$ cat config.mk
export PLATFORM = sky130hd
export DESIGN_NAME = two_pool_id_allocator
export DESIGN_NICKNAME = d
export VERILOG_FILES = /design/src/hw/rtl/tpa_pkg.sv /design/src/hw/rtl/tpa_scan.sv /design/src/hw/rtl/tpa_bitmap.sv /design/src/hw/rtl/two_pool_id_allocator.sv
export SDC_FILE = /design/constraint.sdc
export NUM_CORES = 1
export LEC_CHECK = 0
export ABC_CLOCK_PERIOD_IN_PS = 3500
export BUFFER_PORTS_ARGS = -buffer_cell sky130_fd_sc_hd__buf_4
export CAP_MARGIN = 5
export CORE_MARGIN = 3
export CORE_UTILIZATION = 42
export CTS_CLUSTER_DIAMETER = 200
export DETAILED_ROUTE_END_ITERATION = 7
export GPL_ROUTABILITY_DRIVEN = 0
export PLACE_DENSITY = 0.65
export SLEW_MARGIN = 25
export SYNTH_ARGS = -nofsm -noshare
export SYNTH_HDL_FRONTEND = slang
export SYNTH_HIERARCHICAL = 1
export SYNTH_SLANG_ARGS = --single-unit
$ cat constraint.sdc
create_clock -name clk -period 3.5 [get_ports clk]
set_input_delay 0.175 -clock clk [delete_from_list [all_inputs] [get_ports clk]]
set_output_delay 0.175 -clock clk [all_outputs]
set_load 0.05 [all_outputs]
$ cat src/hw/rtl/tpa_pkg.sv
// tpa_pkg: shared types and codes of the two-pool id allocator
// used by tpa_scan, tpa_bitmap and two_pool_id_allocator; no dependencies
package tpa_pkg;

  localparam int ID_W     = 6;
  localparam int STATUS_W = 2;
  localparam int KIND_W   = 2;
  localparam int CMP_W    = ID_W + 2;

  typedef enum logic [STATUS_W-1:0] {
    ST_OK        = 2'd0,
    ST_NONE      = 2'd1,
    ST_RANGE     = 2'd2,
    ST_NOT_TAKEN = 2'd3
  } status_t;

  localparam logic OP_ALLOC   = 1'b0;
  localparam logic OP_RELEASE = 1'b1;

  localparam logic [KIND_W-1:0] KIND_COMMON  = 2'd0;
  localparam logic [KIND_W-1:0] KIND_SPECIAL = 2'd1;

  // sequencer commands to the offset walker
  typedef struct packed {
    logic load;
    logic step;
  } scan_ctl_t;

  // bitmap write strobe and the bit written (1 free, 0 taken)
  typedef struct packed {
    logic we;
    logic val;
  } map_wr_t;

endpackage

$ cat src/hw/rtl/tpa_scan.sv
// tpa_scan: circular offset walker shared by both pools
// depends on tpa_pkg for scan_ctl_t
module tpa_scan #(
  parameter int OFF_W = 4
) (
  input  logic               clk,
  input  logic               rst_n,
  input  tpa_pkg::scan_ctl_t ctl,
  input  logic [OFF_W-1:0]   start_off,
  input  logic [OFF_W-1:0]   count_m1,
  output logic [OFF_W-1:0]   off,
  output logic               last
);

  logic [OFF_W-1:0] off_r, off_nxt;
  logic [OFF_W-1:0] k_r, k_nxt;

  always_comb begin
    off_nxt = off_r;
    k_nxt   = k_r;
    if (ctl.load) begin
      off_nxt = start_off;
      k_nxt   = '0;
    end else if (ctl.step) begin
      // wrap inside the pool
      off_nxt = (off_r == count_m1) ? '0 : off_r + OFF_W'(1);
      k_nxt   = k_r + OFF_W'(1);
    end
  end

  always_ff @(posedge clk) begin
    if (!rst_n) begin
      off_r <= '0;
      k_r   <= '0;
    end else begin
      off_r <= off_nxt;
      k_r   <= k_nxt;
    end
  end

  assign off  = off_r;
  assign last = (k_r == count_m1);

endmodule

$ cat src/hw/rtl/tpa_bitmap.sv
// tpa_bitmap: free bitmap in flip-flops, one address shared by read and write
// depends on tpa_pkg for map_wr_t
module tpa_bitmap #(
  parameter int TOTAL  = 32,
  parameter int SLOT_W = 5
) (
  input  logic             clk,
  input  logic             rst_n,
  input  logic [SLOT_W-1:0] addr,
  input  tpa_pkg::map_wr_t  wr,
  output logic              rd_free
);

  logic [TOTAL-1:0] map_r, map_nxt;

  always_comb begin
    map_nxt = map_r;
    if (wr.we) begin
      map_nxt[addr] = wr.val;
    end
  end

  always_ff @(posedge clk) begin
    if (!rst_n) begin
      map_r <= '1;
    end else begin
      map_r <= map_nxt;
    end
  end

  assign rd_free = map_r[addr];

endmodule

$ cat src/hw/rtl/two_pool_id_allocator.sv
// two_pool_id_allocator: top level with request sequencer and result register
// depends on tpa_pkg, tpa_scan and tpa_bitmap
//
// Usage: one request channel (in_valid/in_ready) carries opcode, pool_kind
// and release_id; one result channel (out_valid/out_ready) returns status
// and granted_id, exactly one result per request, in request order.
// An allocate walks the named pool one slot per cycle from the pool's
// start pointer, through the shared offset walker and the single bitmap
// read port; it passes through an accept step, the scan and a load of the
// result register, in that order. A release has an accept step, one
// execute step and the load; an allocate to an invalid pool skips the scan.
// The block handles one request at a time; in_ready is high only while
// it waits for a new request. A result left untaken in the output register
// does not block the next request, which is accepted and processed; only
// its own result then waits until out_ready frees the register.
// Reset (rst_n low, synchronous) marks every id free, sets both start
// pointers to zero and drops out_valid.
module two_pool_id_allocator #(
  parameter int COMMON_COUNT  = 16,
  parameter int SPECIAL_COUNT = 16
) (
  input  logic                          clk,
  input  logic                          rst_n,
  input  logic                          in_valid,
  output logic                          in_ready,
  input  logic                          in_opcode,
  input  logic [tpa_pkg::KIND_W-1:0]    in_pool_kind,
  input  logic [tpa_pkg::ID_W-1:0]      in_release_id,
  output logic                          out_valid,
  input  logic                          out_ready,
  output logic [tpa_pkg::STATUS_W-1:0]  out_status,
  output logic [tpa_pkg::ID_W-1:0]      out_granted_id
);

  localparam int TOTAL  = COMMON_COUNT + SPECIAL_COUNT;
  localparam int SLOT_W = $clog2(TOTAL);
  localparam int MAXC   = (COMMON_COUNT > SPECIAL_COUNT) ? COMMON_COUNT : SPECIAL_COUNT;
  localparam int OFF_W  = (MAXC > 1) ? $clog2(MAXC) : 1;

  localparam logic [OFF_W-1:0]  COMMON_M1  = OFF_W'(COMMON_COUNT - 1);
  localparam logic [OFF_W-1:0]  SPECIAL_M1 = OFF_W'(SPECIAL_COUNT - 1);
  localparam logic [SLOT_W-1:0] SPECIAL_BASE = SLOT_W'(COMMON_COUNT);
  localparam logic [tpa_pkg::CMP_W-1:0] TOTAL_CMP = tpa_pkg::CMP_W'(TOTAL);

  typedef enum logic [1:0] {
    S_IDLE,
    S_EXEC,
    S_DONE
  } state_t;

  state_t state_r, state_nxt;

  logic                          op_r, op_nxt;
  logic                          special_r, special_nxt;
  logic [tpa_pkg::ID_W-1:0]      rid_r, rid_nxt;
  tpa_pkg::status_t              res_status_r, res_status_nxt;
  logic [tpa_pkg::ID_W-1:0]      res_id_r, res_id_nxt;
  logic                          out_valid_r, out_valid_nxt;
  tpa_pkg::status_t              out_status_r, out_status_nxt;
  logic [tpa_pkg::ID_W-1:0]      out_id_r, out_id_nxt;
  logic [OFF_W-1:0]              common_start_r, common_start_nxt;
  logic [OFF_W-1:0]              special_start_r, special_start_nxt;

  tpa_pkg::scan_ctl_t            scan_ctl;
  tpa_pkg::map_wr_t              map_wr;
  logic [OFF_W-1:0]              scan_start;
  logic [OFF_W-1:0]              scan_count_m1;
  logic [OFF_W-1:0]              scan_off;
  logic                          scan_last;
  logic [SLOT_W-1:0]             scan_slot;
  logic [SLOT_W-1:0]             map_addr;
  logic                          map_free;
  logic [tpa_pkg::CMP_W-1:0]     rid_ext;
  logic [tpa_pkg::CMP_W-1:0]     rid_m1;
  logic [tpa_pkg::CMP_W-1:0]     grant_sum;
  logic                          rid_bad;
  logic                          in_fire;

  assign in_ready = (state_r == S_IDLE);
  assign in_fire  = in_valid && in_ready;

  assign scan_start    = (in_pool_kind == tpa_pkg::KIND_SPECIAL) ? special_start_r
                                                                 : common_start_r;
  assign scan_count_m1 = special_r ? SPECIAL_M1 : COMMON_M1;
  assign scan_slot     = special_r ? SPECIAL_BASE + SLOT_W'(scan_off) : SLOT_W'(scan_off);

  assign rid_ext   = tpa_pkg::CMP_W'(rid_r);
  assign rid_m1    = rid_ext - tpa_pkg::CMP_W'(1);
  assign rid_bad   = (rid_r == '0) || (rid_ext > TOTAL_CMP);
  assign map_addr  = (op_r == tpa_pkg::OP_RELEASE) ? rid_m1[SLOT_W-1:0] : scan_slot;
  assign grant_sum = tpa_pkg::CMP_W'(map_addr) + tpa_pkg::CMP_W'(1);

  tpa_scan #(
    .OFF_W (OFF_W)
  ) u_scan (
    .clk       (clk),
    .rst_n     (rst_n),
    .ctl       (scan_ctl),
    .start_off (scan_start),
    .count_m1  (scan_count_m1),
    .off       (scan_off),
    .last      (scan_last)
  );

  tpa_bitmap #(
    .TOTAL  (TOTAL),
    .SLOT_W (SLOT_W)
  ) u_bitmap (
    .clk     (clk),
    .rst_n   (rst_n),
    .addr    (map_addr),
    .wr      (map_wr),
    .rd_free (map_free)
  );

  always_comb begin
    state_nxt         = state_r;
    op_nxt            = op_r;
    special_nxt       = special_r;
    rid_nxt           = rid_r;
    res_status_nxt    = res_status_r;
    res_id_nxt        = res_id_r;
    out_valid_nxt     = out_valid_r && !out_ready;
    out_status_nxt    = out_status_r;
    out_id_nxt        = out_id_r;
    common_start_nxt  = common_start_r;
    special_start_nxt = special_start_r;
    scan_ctl          = '0;
    map_wr            = '0;

    unique case (state_r)
      S_IDLE: begin
        if (in_fire) begin
          op_nxt      = in_opcode;
          special_nxt = (in_pool_kind == tpa_pkg::KIND_SPECIAL);
          rid_nxt     = in_release_id;
          res_id_nxt  = '0;
          if (in_opcode == tpa_pkg::OP_RELEASE) begin
            state_nxt = S_EXEC;
          end else if (in_pool_kind == tpa_pkg::KIND_COMMON) begin
            scan_ctl.load    = 1'b1;
            common_start_nxt = (common_start_r == COMMON_M1) ? '0
                                                             : common_start_r + OFF_W'(1);
            state_nxt        = S_EXEC;
          end else if (in_pool_kind == tpa_pkg::KIND_SPECIAL) begin
            scan_ctl.load     = 1'b1;
            special_start_nxt = (special_start_r == SPECIAL_M1) ? '0
                                                                : special_start_r + OFF_W'(1);
            state_nxt         = S_EXEC;
          end else begin
            // invalid pool: nothing moves
            res_status_nxt = tpa_pkg::ST_NONE;
            state_nxt      = S_DONE;
          end
        end
      end
      S_EXEC: begin
        if (op_r == tpa_pkg::OP_RELEASE) begin
          state_nxt = S_DONE;
          if (rid_bad) begin
            res_status_nxt = tpa_pkg::ST_RANGE;
          end else if (map_free) begin
            res_status_nxt = tpa_pkg::ST_NOT_TAKEN;
          end else begin
            map_wr.we      = 1'b1;
            map_wr.val     = 1'b1;
            res_status_nxt = tpa_pkg::ST_OK;
          end
        end else if (map_free) begin
          map_wr.we      = 1'b1;
          map_wr.val     = 1'b0;
          res_status_nxt = tpa_pkg::ST_OK;
          res_id_nxt     = grant_sum[tpa_pkg::ID_W-1:0];
          state_nxt      = S_DONE;
        end else if (scan_last) begin
          res_status_nxt = tpa_pkg::ST_NONE;
          state_nxt      = S_DONE;
        end else begin
          scan_ctl.step = 1'b1;
        end
      end
      S_DONE: begin
        // wait for the output register to drain
        if (!out_valid_r || out_ready) begin
          out_valid_nxt  = 1'b1;
          out_status_nxt = res_status_r;
          out_id_nxt     = res_id_r;
          state_nxt      = S_IDLE;
        end
      end
      default: begin
        state_nxt = S_IDLE;
      end
    endcase
  end

  always_ff @(posedge clk) begin
    if (!rst_n) begin
      state_r         <= S_IDLE;
      out_valid_r     <= 1'b0;
      common_start_r  <= '0;
      special_start_r <= '0;
    end else begin
      state_r         <= state_nxt;
      out_valid_r     <= out_valid_nxt;
      common_start_r  <= common_start_nxt;
      special_start_r <= special_start_nxt;
    end
    op_r         <= op_nxt;
    special_r    <= special_nxt;
    rid_r        <= rid_nxt;
    res_status_r <= res_status_nxt;
    res_id_r     <= res_id_nxt;
    out_status_r <= out_status_nxt;
    out_id_r     <= out_id_nxt;
  end

  assign out_valid      = out_valid_r;
  assign out_status     = out_status_r;
  assign out_granted_id = out_id_r;

  // only a successful allocate carries an id
  a_id_only_on_ok: assert property (@(posedge clk) disable iff (!rst_n)
    out_valid && (out_status != tpa_pkg::ST_OK) |-> (out_granted_id == '0))
    else $error("granted id set on a failed transaction");

  a_write_in_exec: assert property (@(posedge clk) disable iff (!rst_n)
    map_wr.we |-> (state_r == S_EXEC))
    else $error("bitmap written outside execution");

  a_common_advance: assert property (@(posedge clk) disable iff (!rst_n)
    in_fire && (in_opcode == tpa_pkg::OP_ALLOC) && (in_pool_kind == tpa_pkg::KIND_COMMON)
    && (COMMON_COUNT > 1) |=> (common_start_r != $past(common_start_r)))
    else $error("common start pointer did not advance");

  a_off_in_pool: assert property (@(posedge clk) disable iff (!rst_n)
    (state_r == S_EXEC) && (op_r == tpa_pkg::OP_ALLOC) |-> (scan_off <= scan_count_m1))
    else $error("scan offset left its pool");

  a_result_waits: assert property (@(posedge clk) disable iff (!rst_n)
    (state_r == S_DONE) && out_valid_r && !out_ready |=> (state_r == S_DONE))
    else $error("result dropped while output stalled");

endmodule

==> results.py <==
metrics = {
    "outcome": {
        "status": "complete, no violations",
    },
    "placement": {
        "dp_hpwl_mm": 5.82,
        "io_buffers": 22,
        "dpl-instance-area_mm2": 0.00435,
        "dp_slack_ns": -0.0634,
    },
    "logic_synthesis": {
        "ys_seq_area_share_pct": 44.5,
        "synth_area_mm2": 0.00391,
        "synth_xor_area_share_pct": 4.25,
        "synth_edf_count": 24,
        "synth_simple_gate_area_share_pct": 20.5,
        "synth_cell_types": 61,
        "synth_compound_area_share_pct": 17.4,
        "synthFlopType": "dfxtp_1",
        "synth_mux_area_share_pct": 6.62,
        "synthCells": 398,
        "yosysWarnings": 6,
        "synth-adder-area-share_pct": 2.24,
        "ys_ff_latch": 75,
        "syn_avg_cell_area_um2": 9.83,
        "async_reset_ff_share_pct": 0,
        "synth_top_family_by_area": "simple AND/OR/NAND/NOR gates",
    },
    "finish": {
        "antennaDiodeCount": 0,
        "layout_common_cells": "buf_4, dfxtp_1, nand2_1",
        "final_common_cell": "buf_4",
        "nets": 477,
        "syn_to_final_growth_pct": 21.0,
        "drive_gt1_share_pct": 22.1,
        "stdcell_area_mm2": 0.00473,
        "nFillCells": 784,
    },
    "power": {
        "powerDensity_mw_per_mm2": 405,
        "ir_drop_uv": 181,
        "finalPower_mw": 1.92,
        "p_leak_nw": 1.85,
    },
    "detailed_routing": {
        "drc": 0,
        "drt-total-wl_mm": 8.31,
        "viasPerCell": 5.53,
        "drtIter0Drc": 217,
        "vias": 3154,
        "ant_nets": 0,
        "firstDrtPassIters": 4,
        "wl_per_cell_um": 14.6,
    },
    "run": {
        "drv_cap": 0,
    },
    "sta": {
        "worst_slack_ns": 0.0781,
        "tns_ns": 0,
        "relSlewSlack_pct": 57.1,
        "finalHoldViolations": 0,
        "worstMarginPinSlew_ns": 0.639,
        "whs_ns": 0.0237,
        "finalSetupViolations": 0,
        "post-route-min-period_ns": 3.42,
        "fmax_ghz": 0.292,
        "rsz0062_at_grt": "true",
        "slew_viol_final": 0,
        "period_share_pct": 97.8,
        "finalClockSkew_ns": 0.0102,
    },
    "grt": {
        "antenna_found_initial": 0,
        "busiest_layer": "met2",
        "grt_max_degree": 50,
        "gr-total-overflow": 0,
        "grt_use_met2_pct": 24.1,
        "use_met1_pct": 22.9,
        "grt_pass1_wl_mm": 13.4,
        "met3_usage_pct": 3.04,
        "first_global_vias": 2802,
        "grt.total_usage_pct": 15.9,
    },
    "floorplan": {
        "io-pin-count": 23,
        "rows": 34,
        "coreArea_mm2": 0.00889,
        "start_util_pct": 44.0,
        "chipWidth_um": 103,
        "die_h_um": 103,
        "die_area_mm2": 0.0105,
    },
    "critical_path": {
        "cp-start-kind": "register",
        "end_kind": "register",
        "cp_max_fo": 8,
        "worst-endpoint-arrival_ns": 3.60,
        "required_ns": 3.68,
        "crit_type": "register to register",
    },
    "clock_tree": {
        "clockRootBuffer": "clkbuf_8",
        "insertion_delay_ns": 0.33,
        "cts_tree": "yes",
        "cts.path.max_buffers": 2,
        "numCtsBuffers": 9,
        "clk_pin_slew_ns": 0.07,
        "h-tree-depth": 3,
        "cts_sinks": 75,
    },
    "worst_hold_path": {
        "hp-class": "primary input to register",
    },
}
[final timing paths]
check	start	endpoint	slack (ns)	cells past startpoint
max	rid_r[0]$_DFFE_PN_	u_bitmap/map_r[24]$_SDFFE_PN1P_	0.08	15
min	in_release_id[3]	rid_r[3]$_DFFE_PN_	0.02	1
max reg2reg	rid_r[0]$_DFFE_PN_	u_bitmap/map_r[24]$_SDFFE_PN1P_	0.08	15
min reg2reg	res_id_r[2]$_SDFFCE_PP0P_	out_granted_id[2]$_DFFE_PP_	0.42	0
[sequential cells by signal, summed over array words and instances, names as in the netlist, 4 cells and up]
name             flops
rid_r                6
res_id_r             6
u_bitmap/map_r      32
out_granted_id       6
special_start_r      4
common_start_r       4
u_scan/off           4
u_scan/k_r           4
[worst max-delay path: stages (launching register included)]
cell and delay [ns]:
edfxtp_1 0.41, inv_2 0.07, buf_4 0.14, ha_1 0.30, a21oi_2 0.06, buf_4 0.15
buf_4 0.13, or3b_2 0.43, o221ai_1 0.25, a22oi_1 0.16, o2111ai_2 0.12, nand2b_1 0.10
a21oi_2 0.22, or3b_4 0.46, o21ai_1 0.15, o311ai_1 0.11
[final cells by class]
type                       instances  area, um^2  share of cell area [%]
multi-input combinational        298        2090                    44.3
clock buffer                      14         163                    3.44
tap                              108         135                    2.86
sequential                        75        1740                    36.8
timing repair buffer              62         523                    11.1
clock inverter                     2        33.8                   0.714
inverter                          11        41.3                   0.873
[metal layers]
metal / wire length, um / share of wire (%)
met5: 0 / 0
met4: 103 / 1.2
met3: 284 / 3.4
met2: 3820 / 46
met1: 4100 / 49
[logic make-up (layout without fill, tap and decap cells)]
logic type | after synthesis | count (layout)
simple gates | 138 | 139
compound gates | 100 | 100
flops | 75 | 75
buf+inv | 33 | 89
mux | 25 | 25
xor+xnor | 19 | 19
fa+ha+maj | 7 | 7
other cells | 1 | 8
[per-stage QoR]
stage,instances,util [%]
2_1_floorplan,405,-
4_1_cts,556,51.2
3_5_place_dp,540,48.9
6_report,570,53.2
3_3_place_gp,540,48.9
5_1_grt,570,53.2
[cells in the mapped netlist (2+ instances only)]
cell type / number / area (um^2)
o31ai_1: 3 / 22.5
a311o_1: 2 / 20.0
nor2_1: 14 / 52.6
o311ai_0: 12 / 105
xor2_1: 12 / 105
buf_6: 5 / 56.3
nand2b_1: 9 / 56.3
o211ai_1: 10 / 75.1
and3b_1: 3 / 26.3
edfxtp_1: 24 / 721
o311ai_1: 4 / 35.0
o22ai_1: 5 / 31.3
nand3_1: 12 / 60.1
mux2i_1: 18 / 180
or3b_2: 3 / 26.3
or4_1: 2 / 15.0
buf_1: 2 / 7.51
nor3_1: 3 / 15.0
nor4b_1: 2 / 17.5
and4_1: 2 / 17.5
nand2_1: 34 / 128
and3_1: 8 / 50.1
nor3b_1: 9 / 67.6
nand4_1: 2 / 12.5
nor2b_1: 7 / 43.8
nor4_1: 2 / 12.5
inv_1: 11 / 41.3
mux2_2: 7 / 78.8
buf_2: 5 / 25.0
xnor2_1: 7 / 61.3
nand3b_1: 8 / 60.1
and2_1: 8 / 50.1
or3_1: 2 / 12.5
clkbuf_1: 8 / 30.0
o221ai_1: 5 / 43.8
ha_1: 7 / 87.6
a21boi_0: 3 / 22.5
dfxtp_1: 51 / 1020
or3b_1: 2 / 17.5
a21oi_1: 19 / 95.1
o21ai_0: 26 / 130
[power by group]
part	total, mW	switching, mW	internal, mW
combinational	0.315	0.177	0.138
sequential	0.943	0.0155	0.927
clock	0.658	0.290	0.368
[what timing repair did]
item                                    in CTS  in global routing
pin swaps                                    1                  9
hold buffers                                 0                  5
gates resized for setup                      2                 34
cloned                                       0                  1
hold endpoints to repair                     0                  5
endpoints found under the setup margin      14                 41
setup buffers                                0                  8
Power figures use the tool's default switching activity.
